**src/design/bcsc_pkg.sv**
```systemverilog
`default_nettype none
// ----------------------------------------------------------------------------
// bcsc_pkg
// Types, codes and reset values shared by the charge state controller files.
// ----------------------------------------------------------------------------
package bcsc_pkg;

  localparam int unsigned IN_DATA_W  = 72;
  localparam int unsigned IN_USER_W  = 2;
  localparam int unsigned OUT_DATA_W = 72;
  localparam int unsigned CFG_IDX_W  = 3;
  localparam int unsigned CFG_DATA_W = 32;

  localparam logic [1:0] MODE_TICK   = 2'd0;
  localparam logic [1:0] MODE_CABLE  = 2'd1;
  localparam logic [1:0] MODE_TOPOFF = 2'd2;

  localparam logic [1:0] CABLE_NONE   = 2'd0;
  localparam logic [1:0] CABLE_USB    = 2'd1;
  localparam logic [1:0] CABLE_MAINS  = 2'd2;
  localparam logic [1:0] CABLE_REJECT = 2'd3;

  localparam logic [2:0] HEALTH_GOOD     = 3'd1;
  localparam logic [2:0] HEALTH_OVERHEAT = 3'd2;
  localparam logic [2:0] HEALTH_FAILURE  = 3'd6;

  localparam logic [1:0] CMD_NONE = 2'd0;
  localparam logic [1:0] CMD_EN   = 2'd1;
  localparam logic [1:0] CMD_DIS  = 2'd2;

  localparam logic [1:0] STC_DIS  = 2'd0;
  localparam logic [1:0] STC_CHG  = 2'd1;
  localparam logic [1:0] STC_FULL = 2'd2;
  localparam logic [1:0] STC_NOT  = 2'd3;

  localparam logic [CFG_IDX_W-1:0] REG_FULL_LIMIT  = 3'd0;
  localparam logic [CFG_IDX_W-1:0] REG_RECH_LIMIT  = 3'd1;
  localparam logic [CFG_IDX_W-1:0] REG_RECH_VOLT   = 3'd2;
  localparam logic [CFG_IDX_W-1:0] REG_USB_CUR     = 3'd3;
  localparam logic [CFG_IDX_W-1:0] REG_MAINS_CUR   = 3'd4;
  localparam logic [CFG_IDX_W-1:0] REG_TOPOFF_CUR  = 3'd5;

  localparam logic [31:0] RST_FULL_LIMIT = 32'd2160000;
  localparam logic [31:0] RST_RECH_LIMIT = 32'd720000;
  localparam logic [22:0] RST_RECH_VOLT  = 23'd4130000;
  localparam logic [11:0] RST_USB_CUR    = 12'd450;
  localparam logic [11:0] RST_MAINS_CUR  = 12'd650;
  localparam logic [11:0] RST_TOPOFF_CUR = 12'd200;

  localparam logic [6:0] CAP_FULL = 7'd100;

  typedef enum logic [3:0] {
    STS_DIS  = 4'b0001,
    STS_CHG  = 4'b0010,
    STS_FULL = 4'b0100,
    STS_NOT  = 4'b1000
  } status_e;

  typedef struct packed {
    logic [31:0] full_charge_limit;
    logic [31:0] recharge_limit;
    logic [22:0] recharge_voltage;
    logic [11:0] usb_current;
    logic [11:0] mains_current;
    logic [11:0] topoff_current;
  } cfg_t;

  typedef struct packed {
    logic [1:0]  cable;
    status_e     status;
    logic        full_mark;
    logic        recharging;
    logic        start_valid;
  } ctl_t;

  // lowest bits last: {tuser, tdata[66:0]}
  typedef struct packed {
    logic [1:0]  mode;
    logic [6:0]  charge_level;
    logic [2:0]  health;
    logic [22:0] cell_voltage;
    logic [31:0] now_ticks;
    logic [1:0]  cable_kind;
  } in_t;

  typedef struct packed {
    logic        event_rejected;
    logic        recharge_active;
    logic [31:0] elapsed;
    logic [6:0]  capacity;
    logic [1:0]  charge_status;
    logic [11:0] termination_current;
    logic [11:0] charge_current;
    logic [1:0]  charger_command;
  } res_t;

  localparam int unsigned IN_ITEM_W = $bits(in_t) - IN_USER_W;
  localparam int unsigned RES_W     = $bits(res_t);

  function automatic logic [1:0] status_code(status_e s);
    logic [1:0] c;
    case (s)
      STS_CHG:  c = STC_CHG;
      STS_FULL: c = STC_FULL;
      STS_NOT:  c = STC_NOT;
      default:  c = STC_DIS;
    endcase
    return c;
  endfunction

endpackage
`default_nettype wire

```
**src/design/bcsc_step.sv**
```systemverilog
`default_nettype none
// ----------------------------------------------------------------------------
// bcsc_step
// Next state and result for one event: safety timers, recharge, health stop
// and recovery, cable change and top-off handling.
// ----------------------------------------------------------------------------
module bcsc_step
  import bcsc_pkg::*;
#(
  parameter int unsigned TIME_WIDTH = 32
) (
  input  in_t                   in_i,
  input  cfg_t                  cfg_i,
  input  ctl_t                  ctl_i,
  input  logic [TIME_WIDTH-1:0] start_i,
  input  logic [TIME_WIDTH-1:0] passed_i,
  output ctl_t                  ctl_o,
  output logic [TIME_WIDTH-1:0] start_o,
  output logic [TIME_WIDTH-1:0] passed_o,
  output res_t                  res_o
);

  localparam int unsigned CMP_W = (TIME_WIDTH > 32) ? TIME_WIDTH : 32;

  logic [TIME_WIDTH-1:0] now_w;
  logic [TIME_WIDTH-1:0] elapsed_w;
  logic                  full_expired;
  logic                  rech_expired;

  assign now_w        = TIME_WIDTH'(in_i.now_ticks);
  assign elapsed_w    = now_w - start_i;
  assign full_expired = CMP_W'(elapsed_w) > CMP_W'(cfg_i.full_charge_limit);
  assign rech_expired = CMP_W'(elapsed_w) > CMP_W'(cfg_i.recharge_limit);

  always_comb begin
    ctl_t       c;
    status_e    on_status;
    logic       on_req;
    logic       off_req;
    logic       done;
    logic [1:0] cmd;
    logic [11:0] cur;
    logic [11:0] term;
    logic       rej;
    logic [6:0] level;

    c         = ctl_i;
    start_o   = start_i;
    passed_o  = passed_i;
    on_status = ctl_i.status;
    on_req    = 1'b0;
    off_req   = 1'b0;
    done      = 1'b0;
    cmd       = CMD_NONE;
    cur       = '0;
    term      = '0;
    rej       = 1'b0;

    case (in_i.mode)
      MODE_TICK: begin
        if (c.start_valid) begin
          passed_o = elapsed_w;
          if (c.status == STS_FULL) begin
            if (rech_expired && c.recharging) begin
              off_req      = 1'b1;
              c.recharging = 1'b0;
              done         = 1'b1;
            end
          end else if (c.status == STS_CHG) begin
            if (full_expired) begin
              off_req  = 1'b1;
              c.status = STS_FULL;
              done     = 1'b1;
            end
          end
        end
        if (!done) begin
          if (c.cable == CABLE_NONE && c.status == STS_FULL) begin
            c.status = STS_DIS;
          end
          on_status = c.status;
          case (c.status)
            STS_FULL: begin
              if (in_i.cell_voltage < cfg_i.recharge_voltage && !c.recharging) begin
                c.recharging = 1'b1;
                on_req       = 1'b1;
              end
            end
            STS_CHG: begin
              if (in_i.health inside {[HEALTH_OVERHEAT:HEALTH_FAILURE]}) begin
                off_req      = 1'b1;
                c.status     = STS_NOT;
                c.recharging = 1'b0;
              end
            end
            STS_NOT: begin
              if (in_i.health == HEALTH_GOOD) begin
                if (c.cable != CABLE_NONE) begin
                  on_req   = 1'b1;
                  c.status = STS_CHG;
                end else begin
                  c.status = STS_DIS;
                end
              end
            end
            default: begin
            end
          endcase
        end
      end
      MODE_CABLE: begin
        if (in_i.cable_kind == CABLE_REJECT) begin
          rej = 1'b1;
        end else begin
          c.cable = in_i.cable_kind;
          if (in_i.cable_kind == CABLE_NONE) begin
            c.full_mark   = 1'b0;
            c.recharging  = 1'b0;
            c.start_valid = 1'b0;
            start_o       = '0;
            c.status      = STS_DIS;
            off_req       = 1'b1;
          end else begin
            on_req   = 1'b1;
            c.status = STS_CHG;
          end
        end
      end
      MODE_TOPOFF: begin
        if (!c.full_mark) begin
          c.recharging = 1'b0;
          c.full_mark  = 1'b1;
          c.status     = STS_FULL;
          cmd          = CMD_DIS;
        end
      end
      default: begin
      end
    endcase

    if (on_req) begin
      c.full_mark = 1'b0;
      if (c.cable == CABLE_USB || c.cable == CABLE_MAINS) begin
        cur  = (c.cable == CABLE_USB) ? cfg_i.usb_current : cfg_i.mains_current;
        term = cfg_i.topoff_current;
        cmd  = CMD_EN;
        if (on_status != STS_CHG) begin
          start_o       = now_w;
          c.start_valid = 1'b1;
        end
      end
    end
    if (off_req) begin
      c.full_mark = 1'b0;
      passed_o    = '0;
      cur         = '0;
      term        = '0;
      cmd         = CMD_DIS;
    end

    level = (in_i.charge_level > CAP_FULL) ? CAP_FULL : in_i.charge_level;

    ctl_o                     = c;
    res_o.charger_command     = cmd;
    res_o.charge_current      = cur;
    res_o.termination_current = term;
    res_o.charge_status       = status_code(c.status);
    res_o.capacity            = (c.status == STS_FULL) ? CAP_FULL : level;
    res_o.elapsed             = 32'(passed_o);
    res_o.recharge_active     = c.recharging;
    res_o.event_rejected      = rej;
  end

endmodule
`default_nettype wire

```
**src/design/battery_charge_state_controller.sv**
```systemverilog
`default_nettype none
// ----------------------------------------------------------------------------
// battery_charge_state_controller
// Li-ion charge state machine with charge and recharge safety timers.
// ----------------------------------------------------------------------------
// Each beat on the slave side is one event (tick, cable change or top-off)
// and yields exactly one result beat on the master side. A beat is taken into
// an input register, worked through the combinational event logic, and lands
// in a result register, from which the result beat is offered. A new event
// can be taken every cycle while the master side takes the results. The rate
// is set by the update of the controller state, which is registered with the
// result. While a result waits on the master side, the slave side takes one
// more beat into the input register and then stalls. Configuration writes are
// always taken and must be issued only while no event is in flight.
module battery_charge_state_controller
  import bcsc_pkg::*;
#(
  parameter int unsigned TIME_WIDTH = 32
) (
  input  wire logic                  clk_i,
  input  wire logic                  rst_ni,
  input  wire logic                  s_axis_tvalid,
  output logic                       s_axis_tready,
  // cable_kind[1:0], now_ticks[33:2], cell_voltage[56:34], health[59:57],
  // charge_level[66:60], zero fill
  input  wire logic [IN_DATA_W-1:0]  s_axis_tdata,
  // mode[1:0]
  input  wire logic [IN_USER_W-1:0]  s_axis_tuser,
  output logic                       m_axis_tvalid,
  input  wire logic                  m_axis_tready,
  // charger_command[1:0], charge_current[13:2], termination_current[25:14],
  // charge_status[27:26], capacity[34:28], elapsed[66:35],
  // recharge_active[67], event_rejected[68], zero fill
  output logic [OUT_DATA_W-1:0]      m_axis_tdata,
  input  wire logic                  cfg_valid_i,
  output logic                       cfg_ready_o,
  input  wire logic [CFG_IDX_W-1:0]  cfg_index_i,
  input  wire logic [CFG_DATA_W-1:0] cfg_data_i
);

  cfg_t                  cfg_q;
  ctl_t                  ctl_q;
  ctl_t                  ctl_d;
  logic [TIME_WIDTH-1:0] start_q;
  logic [TIME_WIDTH-1:0] start_d;
  logic [TIME_WIDTH-1:0] passed_q;
  logic [TIME_WIDTH-1:0] passed_d;
  logic                  in_valid_q;
  in_t                   in_q;
  logic                  out_valid_q;
  res_t                  out_q;
  res_t                  res_d;
  logic                  out_free;
  logic                  fire;

  assign out_free      = !out_valid_q || m_axis_tready;
  assign fire          = in_valid_q && out_free;
  assign s_axis_tready = !in_valid_q || out_free;
  assign m_axis_tvalid = out_valid_q;
  assign m_axis_tdata  = {(OUT_DATA_W - RES_W)'(0), out_q};
  assign cfg_ready_o   = 1'b1;

  always_ff @(posedge clk_i or negedge rst_ni) begin
    if (!rst_ni) begin
      cfg_q.full_charge_limit <= RST_FULL_LIMIT;
      cfg_q.recharge_limit    <= RST_RECH_LIMIT;
      cfg_q.recharge_voltage  <= RST_RECH_VOLT;
      cfg_q.usb_current       <= RST_USB_CUR;
      cfg_q.mains_current     <= RST_MAINS_CUR;
      cfg_q.topoff_current    <= RST_TOPOFF_CUR;
    end else if (cfg_valid_i) begin
      case (cfg_index_i)
        REG_FULL_LIMIT: cfg_q.full_charge_limit <= cfg_data_i;
        REG_RECH_LIMIT: cfg_q.recharge_limit    <= cfg_data_i;
        REG_RECH_VOLT:  cfg_q.recharge_voltage  <= cfg_data_i[22:0];
        REG_USB_CUR:    cfg_q.usb_current       <= cfg_data_i[11:0];
        REG_MAINS_CUR:  cfg_q.mains_current     <= cfg_data_i[11:0];
        REG_TOPOFF_CUR: cfg_q.topoff_current    <= cfg_data_i[11:0];
        default: begin
        end
      endcase
    end
  end

  always_ff @(posedge clk_i or negedge rst_ni) begin
    if (!rst_ni) begin
      in_valid_q <= 1'b0;
    end else if (s_axis_tready) begin
      in_valid_q <= s_axis_tvalid;
    end
  end

  always_ff @(posedge clk_i) begin
    if (s_axis_tvalid && s_axis_tready) begin
      in_q <= {s_axis_tuser, s_axis_tdata[IN_ITEM_W-1:0]};
    end
  end

  bcsc_step #(
    .TIME_WIDTH(TIME_WIDTH)
  ) u_step (
    .in_i    (in_q),
    .cfg_i   (cfg_q),
    .ctl_i   (ctl_q),
    .start_i (start_q),
    .passed_i(passed_q),
    .ctl_o   (ctl_d),
    .start_o (start_d),
    .passed_o(passed_d),
    .res_o   (res_d)
  );

  always_ff @(posedge clk_i or negedge rst_ni) begin
    if (!rst_ni) begin
      ctl_q.cable       <= CABLE_NONE;
      ctl_q.status      <= STS_DIS;
      ctl_q.full_mark   <= 1'b0;
      ctl_q.recharging  <= 1'b0;
      ctl_q.start_valid <= 1'b0;
      start_q           <= '0;
      passed_q          <= '0;
    end else if (fire) begin
      ctl_q    <= ctl_d;
      start_q  <= start_d;
      passed_q <= passed_d;
    end
  end

  always_ff @(posedge clk_i or negedge rst_ni) begin
    if (!rst_ni) begin
      out_valid_q <= 1'b0;
    end else if (fire) begin
      out_valid_q <= 1'b1;
    end else if (m_axis_tready) begin
      out_valid_q <= 1'b0;
    end
  end

  always_ff @(posedge clk_i) begin
    if (fire) begin
      out_q <= res_d;
    end
  end

`ifndef SYNTHESIS
  a_fire_gives_beat: assert property (@(posedge clk_i) disable iff (!rst_ni)
    fire |=> m_axis_tvalid)
    else $error("processed event produced no result beat");

  a_unplug_clears: assert property (@(posedge clk_i) disable iff (!rst_ni)
    fire && in_q.mode == MODE_CABLE && in_q.cable_kind == CABLE_NONE
    |=> !ctl_q.start_valid && ctl_q.status == STS_DIS && passed_q == '0)
    else $error("cable removal left charge state behind");

  a_reject_holds: assert property (@(posedge clk_i) disable iff (!rst_ni)
    fire && in_q.mode == MODE_CABLE && in_q.cable_kind == CABLE_REJECT
    |=> $stable(ctl_q) && $stable(start_q) && $stable(passed_q))
    else $error("rejected cable changed state");
`endif

endmodule
`default_nettype wire
```
**config.mk**
```make
export PLATFORM = sky130hd
export DESIGN_NAME = battery_charge_state_controller
export DESIGN_NICKNAME = d
export VERILOG_FILES = /design/src/design/bcsc_pkg.sv /design/src/design/bcsc_step.sv /design/src/design/battery_charge_state_controller.sv
export SDC_FILE = /design/constraint.sdc
export NUM_CORES = 1
export LEC_CHECK = 0
export BUFFER_PORTS_ARGS = -buffer_cell sky130_fd_sc_hd__buf_2
export CORE_MARGIN = 10
export CORE_UTILIZATION = 35
export DETAILED_ROUTE_END_ITERATION = 10
export GPL_TIMING_DRIVEN = 1
export PLACE_DENSITY = 0.5
export SYNTH_ARGS = -nofsm -noshare
export SYNTH_HDL_FRONTEND = slang
export SYNTH_SLANG_ARGS = --single-unit
```
**constraint.sdc**
```tcl
create_clock -name clk_i -period 11.9 [get_ports clk_i]
set_input_delay 1.785 -clock clk_i [delete_from_list [all_inputs] [get_ports clk_i]]
set_output_delay 1.785 -clock clk_i [all_outputs]
set_load 0.01 [all_outputs]
```
======== Word level (Yosys, flattened, before mapping) ========
Cells that the tools add are included.
word-level totals
  bits in registers ....................... 336
  bits in latches ......................... 0
  bits in writable memories ............... 0
  bits in read-only memories .............. 0
  input bits .............................. 114
  output and inout port bits .............. 75
  logic and storage cells ................. 164
  memories kept ........................... 0
operators by class
  add/sub/neg operators ................... 1
  multiply operators ...................... 0
  div/mod/pow operators ................... 0
  order comparisons ....................... 6
  equality and inequality tests ........... 23
  shift operators ......................... 0
  mux-type cells .......................... 75
  bitwise gates (word level) .............. 2
  reduce and logical (&&, ||, !) cells .... 28
operators by type and width
  kind                                                                   number
  32-bit two-way mux                                                     9
  32-bit > comparator                                                    2
  4-bit two-way mux                                                      13
  1-bit two-way mux                                                      33
  32-bit subtractor                                                      1
  23-bit less-than comparator                                            1
  4-bit by 3-bit equality test with 1-bit output, second input constant  4
  2-bit two-way mux                                                      7
  4-bit by 2-bit equality test with 1-bit output, second input constant  3
  12-bit two-way mux                                                     1
  4-bit case mux with 3 select lines                                     1
  2-bit AND reduction                                                    6
  1-bit case mux with 2 select lines                                     5
  9-bit two-way mux                                                      1
  4-bit equality test, second input constant                             2
  4-bit case mux with 2 select lines                                     1
  7-bit > comparator, second input constant                              1
  2-bit equality test, second input constant                             3
  3-bit by 1-bit equality test with 1-bit output, second input constant  2
  3-bit by 2-bit equality test with 1-bit output, second input constant  2
  3-bit equality test, second input constant                             2
  1-bit logical AND                                                      6
  2-bit zero test                                                        3
  6-bit two-way mux                                                      1
  other kinds (18)                                                       25

======== Longest topological paths before layout ========
Gate-level depths: netlist (run 1).
  word-level depth ........................ 18
  mapped depth ............................ 24
  mapped depth without buffers ............ 22

======== By module ========
Synthesis (run 1) repeated with hierarchy kept, for this count alone.
second synthesis, totals
  cell total of the unflattened synthesis .. 1530
  area, all modules ....................... 17951.0 um^2
by module, submodules not included
  module                           times used  cells an instance  area an instance (um^2)  seq. area each (um^2)
  battery_charge_state_controller  1           573                11808.8                  9147.5
  bcsc_step                        1           957                6142.1                   0.0

======== Worst setup path after synthesis (run 1) ========
Ideal clock, no wire load.
  path kind ............................... input -> register
  start point ............................. in m_axis_tready
  end point ............................... reg passed_q[13]
  setup time .............................. 131 ps
  arrival time ............................ 4801 ps
  required time ........................... 11769 ps
  setup slack ............................. 6968 ps
  stages .................................. 5
  buffers on the path ..................... 1
  cells stage by stage .................... nand2b_1 nand2_1 inv_1 buf_1 mux2_2
on the way
  longest elaborated chain between the ends .. 2
RTL lines
  what                  RTL line                                text
  start, declared       battery_charge_state_controller.sv:30   input wire logic m_axis_tready,
  1-bit logical OR      battery_charge_state_controller.sv:56   assign out_free = !out_valid_q || m_axis_tready;
  1-bit logical AND     battery_charge_state_controller.sv:57   assign fire = in_valid_q && out_free;
  named net fire        battery_charge_state_controller.sv:54   logic fire;
  end signal, assigned  battery_charge_state_controller.sv:125  passed_q <= passed_d;
  end, declared         battery_charge_state_controller.sv:46   logic [TIME_WIDTH-1:0] passed_q;
The timed path passes the listed nets, and every way through them passes these cells.
A chain may end at the register's enable or synchronous reset.

======== Final worst setup path (run 1) ========
  start point ............................. reg in_q[6] (netlist name)
  end point ............................... reg start_q[0]
on the way
  longest elaborated chain between the ends .. 18
  elaborated cells on any way between the ends .. 38
  classes of those cells .................. 1 x add/sub; 2 x order compare; 4 x eq/ne; 27 x mux; 4 x reduce/logical
RTL lines
  what                                                                          RTL line                                text
  start, declared                                                               battery_charge_state_controller.sv:49   in_t in_q;
  start signal, assigned                                                        battery_charge_state_controller.sv:95   in_q <= {s_axis_tuser, s_axis_tdata[IN_ITEM_W-1:0]};
  32-bit subtractor *                                                           bcsc_step.sv:31                         assign elapsed_w = now_w - start_i;
  parallel branches: the longest is 16 deep, another holds 32-bit > comparator  n/a
  32-bit two-way mux *                                                          bcsc_step.sv:141                        if (on_req) begin
  end signal, assigned                                                          battery_charge_state_controller.sv:124  start_q <= start_d;
  end, declared                                                                 battery_charge_state_controller.sv:44   logic [TIME_WIDTH-1:0] start_q;
Mark *: on every way between the ends. The select of a mux whose other input is x is not followed.

==> results.py, run 1 <==
metrics = {
    "drt": {
        "wl_met1_mm": 20.5,
        "dr_wl_met3_mm": 2.20,
        "wl_per_cell_um": 19.0,
        "vias": 12100,
        "drt_first_pass_iters": 6,
        "dr.max_layer_used": "met5",
        "drc_errors": 0,
        "drt-vias-per-instance": 5.06,
        "wl_met2_mm": 21.7,
        "drt_iter0_drc": 752,
        "routed_wl_mm": 45.5,
        "ant_nets": 0,
    },
    "synthesis": {
        "synth-async-reset-ratio_pct": 58.9,
        "synth_compound_area_share_pct": 13.9,
        "synthTopCellsByCount": "nand2_1, dfrtp_1, edfxtp_1, inv_1, ha_1",
        "synth_edf_count": 138,
        "syn_area_um2": 16900,
        "synth-seq-cells": 336,
        "ys_seq_area_share_pct": 54.0,
        "synth_top_family_by_area": "compound AO/OA/AOI/OAI gates",
        "synth_mux_area_share_pct": 4.87,
        "synth-simple-area-share_pct": 11.3,
        "ys_warn_count": 0,
        "synth.largest_area_cell": "edfxtp_1",
        "syn_avg_cell_area_um2": 10.8,
        "yosysUniqueCellTypes": 82,
        "synth_xor_area_share_pct": 1.66,
        "synth_top_area_share_pct": 24.5,
        "synth-adder-area-share_pct": 9.36,
        "synth_most_common_cell": "nand2_1",
        "synthFlopType": "dfrtp_1",
        "synth.area.top_cells": "edfxtp_1, dfrtp_1, ha_1",
        "syn_inst": 1570,
    },
    "placed_design": {
        "dp_hpwl_mm": 33.0,
        "portBuffers": 179,
        "place_inst": 2318,
        "finalWeightedCongestion": 0.838,
    },
    "clock_network": {
        "cts_made_buffers": 39,
        "postCtsSetupRepairBufs": 0,
        "cts.hold.buffers_added": 0,
        "ctsResizeCount": 0,
        "htree_levels": 2,
        "cts_tree": "done",
        "cts.sinks": 336,
        "clkLatencyLatePin_ns": 0.56,
        "root_buffer": "clkbuf_16",
        "clk_pin_slew_ns": 0.06,
        "clk_path_buf_depth": 3,
    },
    "critical_path": {
        "slowest_stage": "nor4_1",
        "end_kind": "flop",
        "cp_cell_sequence": "ha_1 > a21o_1 > or3_1 > o21ai_0 > and4b_1 > o21bai_1 > a311oi_1 > o21bai_1 > xnor2_1 > inv_1 > ha_1 > nand4_1 > nor4_1 > a31oi_1 > o21ai_2 > o211ai_2 > a21oi_4 > buf_4 > and2_1 > buf_4 > mux2i_1",
        "critPathMaxFanout": 46,
        "required_ns": 12.38,
        "start_kind": "flop",
        "cp_num_buf_inv": 3,
        "rr_startpoint": "in_q[6]",
        "critPathArrivalTime_ns": 7.28,
        "path_class": "flop to flop",
        "r2r_end": "start_q[0]",
        "ff2ff_path_depth": 21,
        "cp_top_family": "compound AO/OA/AOI/OAI gates",
        "regToRegSetupSlack_ns": 5.10,
        "slowest_delay_ns": 0.83,
    },
    "timing": {
        "slew_headroom_pct": 29.8,
        "skew_ns": 0.0217,
        "drv_slew": 0,
        "fin_crit_sh_pct": 57.1,
        "tightest_slew_ns": 1.05,
        "fin_crit_ns": 6.80,
        "finalSetupTns_ns": 0,
        "final_hold_viol_count": 0,
        "rsz0062_at_grt": "false",
        "worst_hold_slack_ns": 0.483,
        "setup_viol": 0,
        "fmax_mhz": 147,
    },
    "global_routing": {
        "grt_pass1_vias": 12300,
        "track_usage_pct": 15.9,
        "grt_first_pass_wirelength_mm": 71.3,
        "grt_max_degree": 73,
        "antenna_found_initial": 6,
        "grt-ovfl-total": 0,
    },
    "die": {
        "initial_core_util_pct": 35.5,
        "io_pins": 189,
        "rows": 80,
        "die_area_um2": 57600,
        "die_h_um": 240,
        "die_x_um": 240,
        "core_area_um2": 47700,
    },
    "worst_hold_path": {
        "worstHoldEndpoint": "m_axis_tvalid",
        "min_path_type": "flop to flop",
        "hold_depth": 1,
        "worstHoldStart": "in_valid_q",
    },
    "power": {
        "finalPower_w": 0.00461,
        "powerDensity_nw_per_um2": 234,
        "p_leak_nw": 8.72,
        "ir_drop_uv": 116,
    },
    "finish": {
        "layout.cells.non_filler": 2390,
        "drive_above_1_share_pct": 21.0,
        "finish.net_count": 1984,
        "postLayoutCoreUtil_pct": 41.3,
        "num_antenna_cells": 0,
        "area_delta_synth_final_pct": 16.5,
    },
    "job": {
        "drv_cap": 0,
    },
    "run_status": {
        "status": "completed",
    },
}
cell usage in the layout (no fill, tap or decap), types with 19 or more instances in the layout:
cell type  count
edfxtp_1     138
o21ai_0      122
nand3_1       19
nor2_1        59
and3_1        23
buf_2        178
dfstp_2       39
clkbuf_16     42
ha_1         125
a21oi_1      107
a21o_1        45
mux2_2        59
dfrtp_1      159
inv_1        136
nand2_1      215
xnor2_1       27
sequential cells by signal, indices dropped and copies added, names as in the netlist:
signal and flops:
in_q 69, start_q 32, ctl_q 9, in_valid_q 1
m_axis_tvalid 1, m_axis_tdata 69, cfg_q 123, passed_q 32
per-stage QoR:
stage,setup slack [ns],instance area [um2]
after floorplan,6.97,16900
after global placement,5.11,18500
after detailed placement,5.06,18500
after CTS,5.04,19700
after global routing,4.62,19700
final,5.10,19700
final cells by class:
class                           count  area, um2
Timing Repair Buffer              197       1040
Tap cell                          615        769
Inverter                          138        520
Sequential cell                   336       9150
Fill cell                        4563      28000
Multi-Input combinational cell   1032       7030
Clock buffer                       62       1160
Clock inverter                     10       67.6
cells by family after synthesis:
group                      after synthesis
muxes                                   75
buffers and inverters                  204
AOI/OAI and AO/OA                      381
and+or+nand+nor                        414
xor gates and xnor gates                32
DFF                                    336
adders and majority gates              126
other                                    2
worst max-delay path by stage:
stage	end	cells past startpoint	start	slack, ns
after floorplan	passed_q[13]	5	m_axis_tready	6.97
after global routing	m_axis_tdata[8]	20	in_q[6]	4.62
final	start_q[0]	21	in_q[6]	5.10
after detailed placement	m_axis_tdata[8]	20	in_q[6]	5.06
after global placement	m_axis_tdata[8]	20	in_q[6]	5.11
after CTS	m_axis_tdata[8]	20	in_q[6]	5.04
worst reg2reg max path, cell delays in order, from the launching register on:
cell      delay [ns]
edfxtp_1        0.41
ha_1            0.36
a21o_1          0.22
or3_1           0.34
o21ai_0         0.39
and4b_1         0.32
o21bai_1        0.14
a311oi_1        0.26
o21bai_1        0.13
xnor2_1         0.45
inv_1           0.14
ha_1            0.35
nand4_1         0.20
nor4_1          0.83
a31oi_1         0.21
o21ai_2         0.20
o211ai_2        0.21
a21oi_4         0.17
buf_4           0.49
and2_1          0.26
buf_4           0.37
mux2i_1         0.26
report_power, final:
part,total (W),switching [W],internal (W)
Combinational,0.00185,0.00111,0.000736
Clock,0.00116,0.000486,0.000671
Sequential,0.00160,0.000105,0.00150
Total,0.00461,0.00171,0.00291
routing by layer:
| metal | up-vias | track usage [%] |
|---|---|---|
| met5 | - | 0 |
| met4 | 10 | 4.52 |
| met1 | 5869 | 20.7 |
| met3 | 75 | 3.31 |
| li1 | 5888 | - |
| met2 | 256 | 26.2 |
Note: power is estimated with default switching activity, not from simulation.
==> run 2: changes to the inputs <==
Clock period 11.9 ns to 6.6 ns, I/O delays scaled along.
==> run 2 against run 1 <==
  * Clock power rose by 91%
  * Design area increased by 0.88%
  * Highest routed layer unchanged
  * Register-to-register slack got worse by 4.3 ns
  * Critical path type unchanged
==> results.py, run 2 (synthesis gave the netlist of run 1 again) <==
metrics = {
    "finish": {
        "num_antenna_cells": 0,
        "layout.cells.non_filler": 2401,
        "drive_above_1_share_pct": 21.4,
        "top_register": "cfg_q",
        "area_delta_synth_final_pct": 17.6,
        "seqCellArea_um2": 9150,
        "multi_input_area_um2": 7030,
        "layout_common_cells": "nand2_1, buf_2, dfrtp_1, edfxtp_1, inv_1",
        "layout_commonest_cell": "nand2_1",
        "finish.net_count": 1994,
        "largest_reg_flops": 123,
        "fill_cells": 4538,
    },
    "timing": {
        "setup_slack_ns": 0.797,
        "finalSetupTns_ns": 0,
        "setup_viol": 0,
        "fin_crit_sh_pct": 87.9,
        "rsz0062_at_grt": "false",
        "final_hold_viol_count": 0,
        "fmax_mhz": 172,
        "drv_slew": 0,
        "fin_crit_ns": 5.80,
        "skew_ns": 0.0195,
        "tightest_slew_ns": 1.02,
        "slew_headroom_pct": 31.8,
    },
    "global_routing": {
        "grt-ovfl-total": 0,
        "use_met1_pct": 20.8,
        "grt_max_degree": 150,
        "use_met3_pct": 3.45,
        "grt-busiest-layer": "met2",
        "track_usage_pct": 16.0,
        "grt_pass1_vias": 12400,
        "antenna_found_initial": 5,
        "grt_first_pass_wirelength_mm": 71.5,
        "use_met2_pct": 26.5,
    },
    "drt": {
        "ant_nets": 0,
        "drc_errors": 0,
        "wl_per_cell_um": 19.0,
        "routed_wl_mm": 45.5,
        "drt_iter0_drc": 773,
        "drt-vias-per-instance": 4.97,
        "vias": 11900,
        "drt_first_pass_iters": 4,
    },
    "power": {
        "powerDensity_nw_per_um2": 426,
        "ir_drop_uv": 173,
        "finalPower_w": 0.00847,
        "p_leak_nw": 8.80,
    },
    "critical_path": {
        "path_class": "flop to flop",
        "critPathMaxFanout": 7,
        "critPathArrivalTime_ns": 6.11,
        "end_kind": "flop",
        "start_kind": "flop",
        "required_ns": 6.91,
    },
    "clock_network": {
        "root_buffer": "clkbuf_16",
        "cts.hold.buffers_added": 0,
        "cts_made_buffers": 40,
        "clk_pin_slew_ns": 0.06,
        "clk_path_buf_depth": 3,
        "postCtsSetupRepairBufs": 0,
        "htree_levels": 2,
        "ctsResizeCount": 0,
        "clkLatencyLatePin_ns": 0.57,
        "cts.sinks": 336,
        "cts_tree": "done",
    },
    "die": {
        "io_pins": 189,
        "core_area_um2": 47700,
        "initial_core_util_pct": 35.5,
        "rows": 80,
        "die_x_um": 240,
        "die_area_um2": 57600,
        "die_h_um": 240,
    },
    "placed_design": {
        "dp_hpwl_mm": 32.9,
        "place_inst": 2327,
        "finalWeightedCongestion": 0.865,
        "dp_slack_ns": 0.714,
        "portBuffers": 179,
    },
    "job": {
        "drv_cap": 0,
    },
    "worst_hold_path": {
        "min_path_type": "input pin to async pin",
    },
    "run_status": {
        "status": "completed",
    },
}
run 2: changes by cell type in the layout (fill, tap and decap cells not counted):
cell	delta
inv_16	+1
clkinvlp_4	+1
clkinv_1	+4
bufinv_16	+4
clkbuf_1	-3
clkinv_2	-1
clkbuf_8	-1
buf_12	+2
clkinv_4	-2
clkbuf_16	-2
buf_4	+7
clkinv_8	+1
run 2: final cells by class:
class / instances / area share, %
Clock inverter: 18 / 1.13
Tap cell: 615 / 3.87
Timing Repair Buffer: 206 / 5.69
Sequential cell: 336 / 46.0
Clock buffer: 56 / 5.43
Inverter: 138 / 2.62
Multi-Input combinational cell: 1032 / 35.3
run 2: path summary, 6_finish.rpt:
path                                 start                to  slack, ns  cells after the start
worst min-delay path                rst_ni         cfg_q[51]       0.37                      1
worst max register to register  start_q[4]  m_axis_tdata[31]       0.80                     21
worst max-delay path            start_q[4]  m_axis_tdata[31]       0.80                     21
min in group clk_i                 in_q[6]        start_q[4]       0.49                      1
max in group asynchronous           rst_ni      passed_q[17]       5.04                      2
worst min register to register     in_q[6]        start_q[4]       0.49                      1
run 2: stage by stage:
| step | cell area [um2] | utilization [%] | hold WS (ns) |
|---|---|---|---|
| final | 19900 | 41.7 | 0.375 |
| after global routing | 19900 | 41.7 | 0.381 |
| after CTS | 19900 | 41.7 | 0.360 |
| after detailed placement | 18600 | 39.0 | 0.479 |
| after global placement | 18600 | 39.0 | 0.465 |
| after floorplan | 16900 | - | 0.449 |
run 2: critical path, cell delays in order, from the launching register on:
cell	delay, ns
dfrtp_1	0.35
inv_1	0.05
ha_1	0.35
a21o_1	0.22
or3_1	0.32
o21ai_0	0.33
and4b_1	0.32
o21bai_1	0.14
a311oi_1	0.27
o21bai_1	0.12
xnor2_1	0.36
inv_1	0.13
ha_1	0.34
nand4_1	0.20
nor4_1	0.32
buf_4	0.19
o41a_1	0.18
o21ai_2	0.14
a22o_1	0.21
a31oi_1	0.31
nand4_1	0.38
and3_1	0.30
run 2: power by group:
| group | internal [W] | switching (W) | leakage [nW] |
|---|---|---|---|
| Sequential | 0.00270 | 0.000193 | 3.76 |
| Combinational | 0.00135 | 0.00201 | 4.41 |
| Clock | 0.00131 | 0.000909 | 0.630 |
run 2: routing by layer:
metal	up-vias	wire length, um	share of wire (%)
met2	202	21700	48
met3	67	2110	4.6
met4	10	902	2.0
met5	-	61	0.13
met1	5754	20700	45
li1	5908	-	-
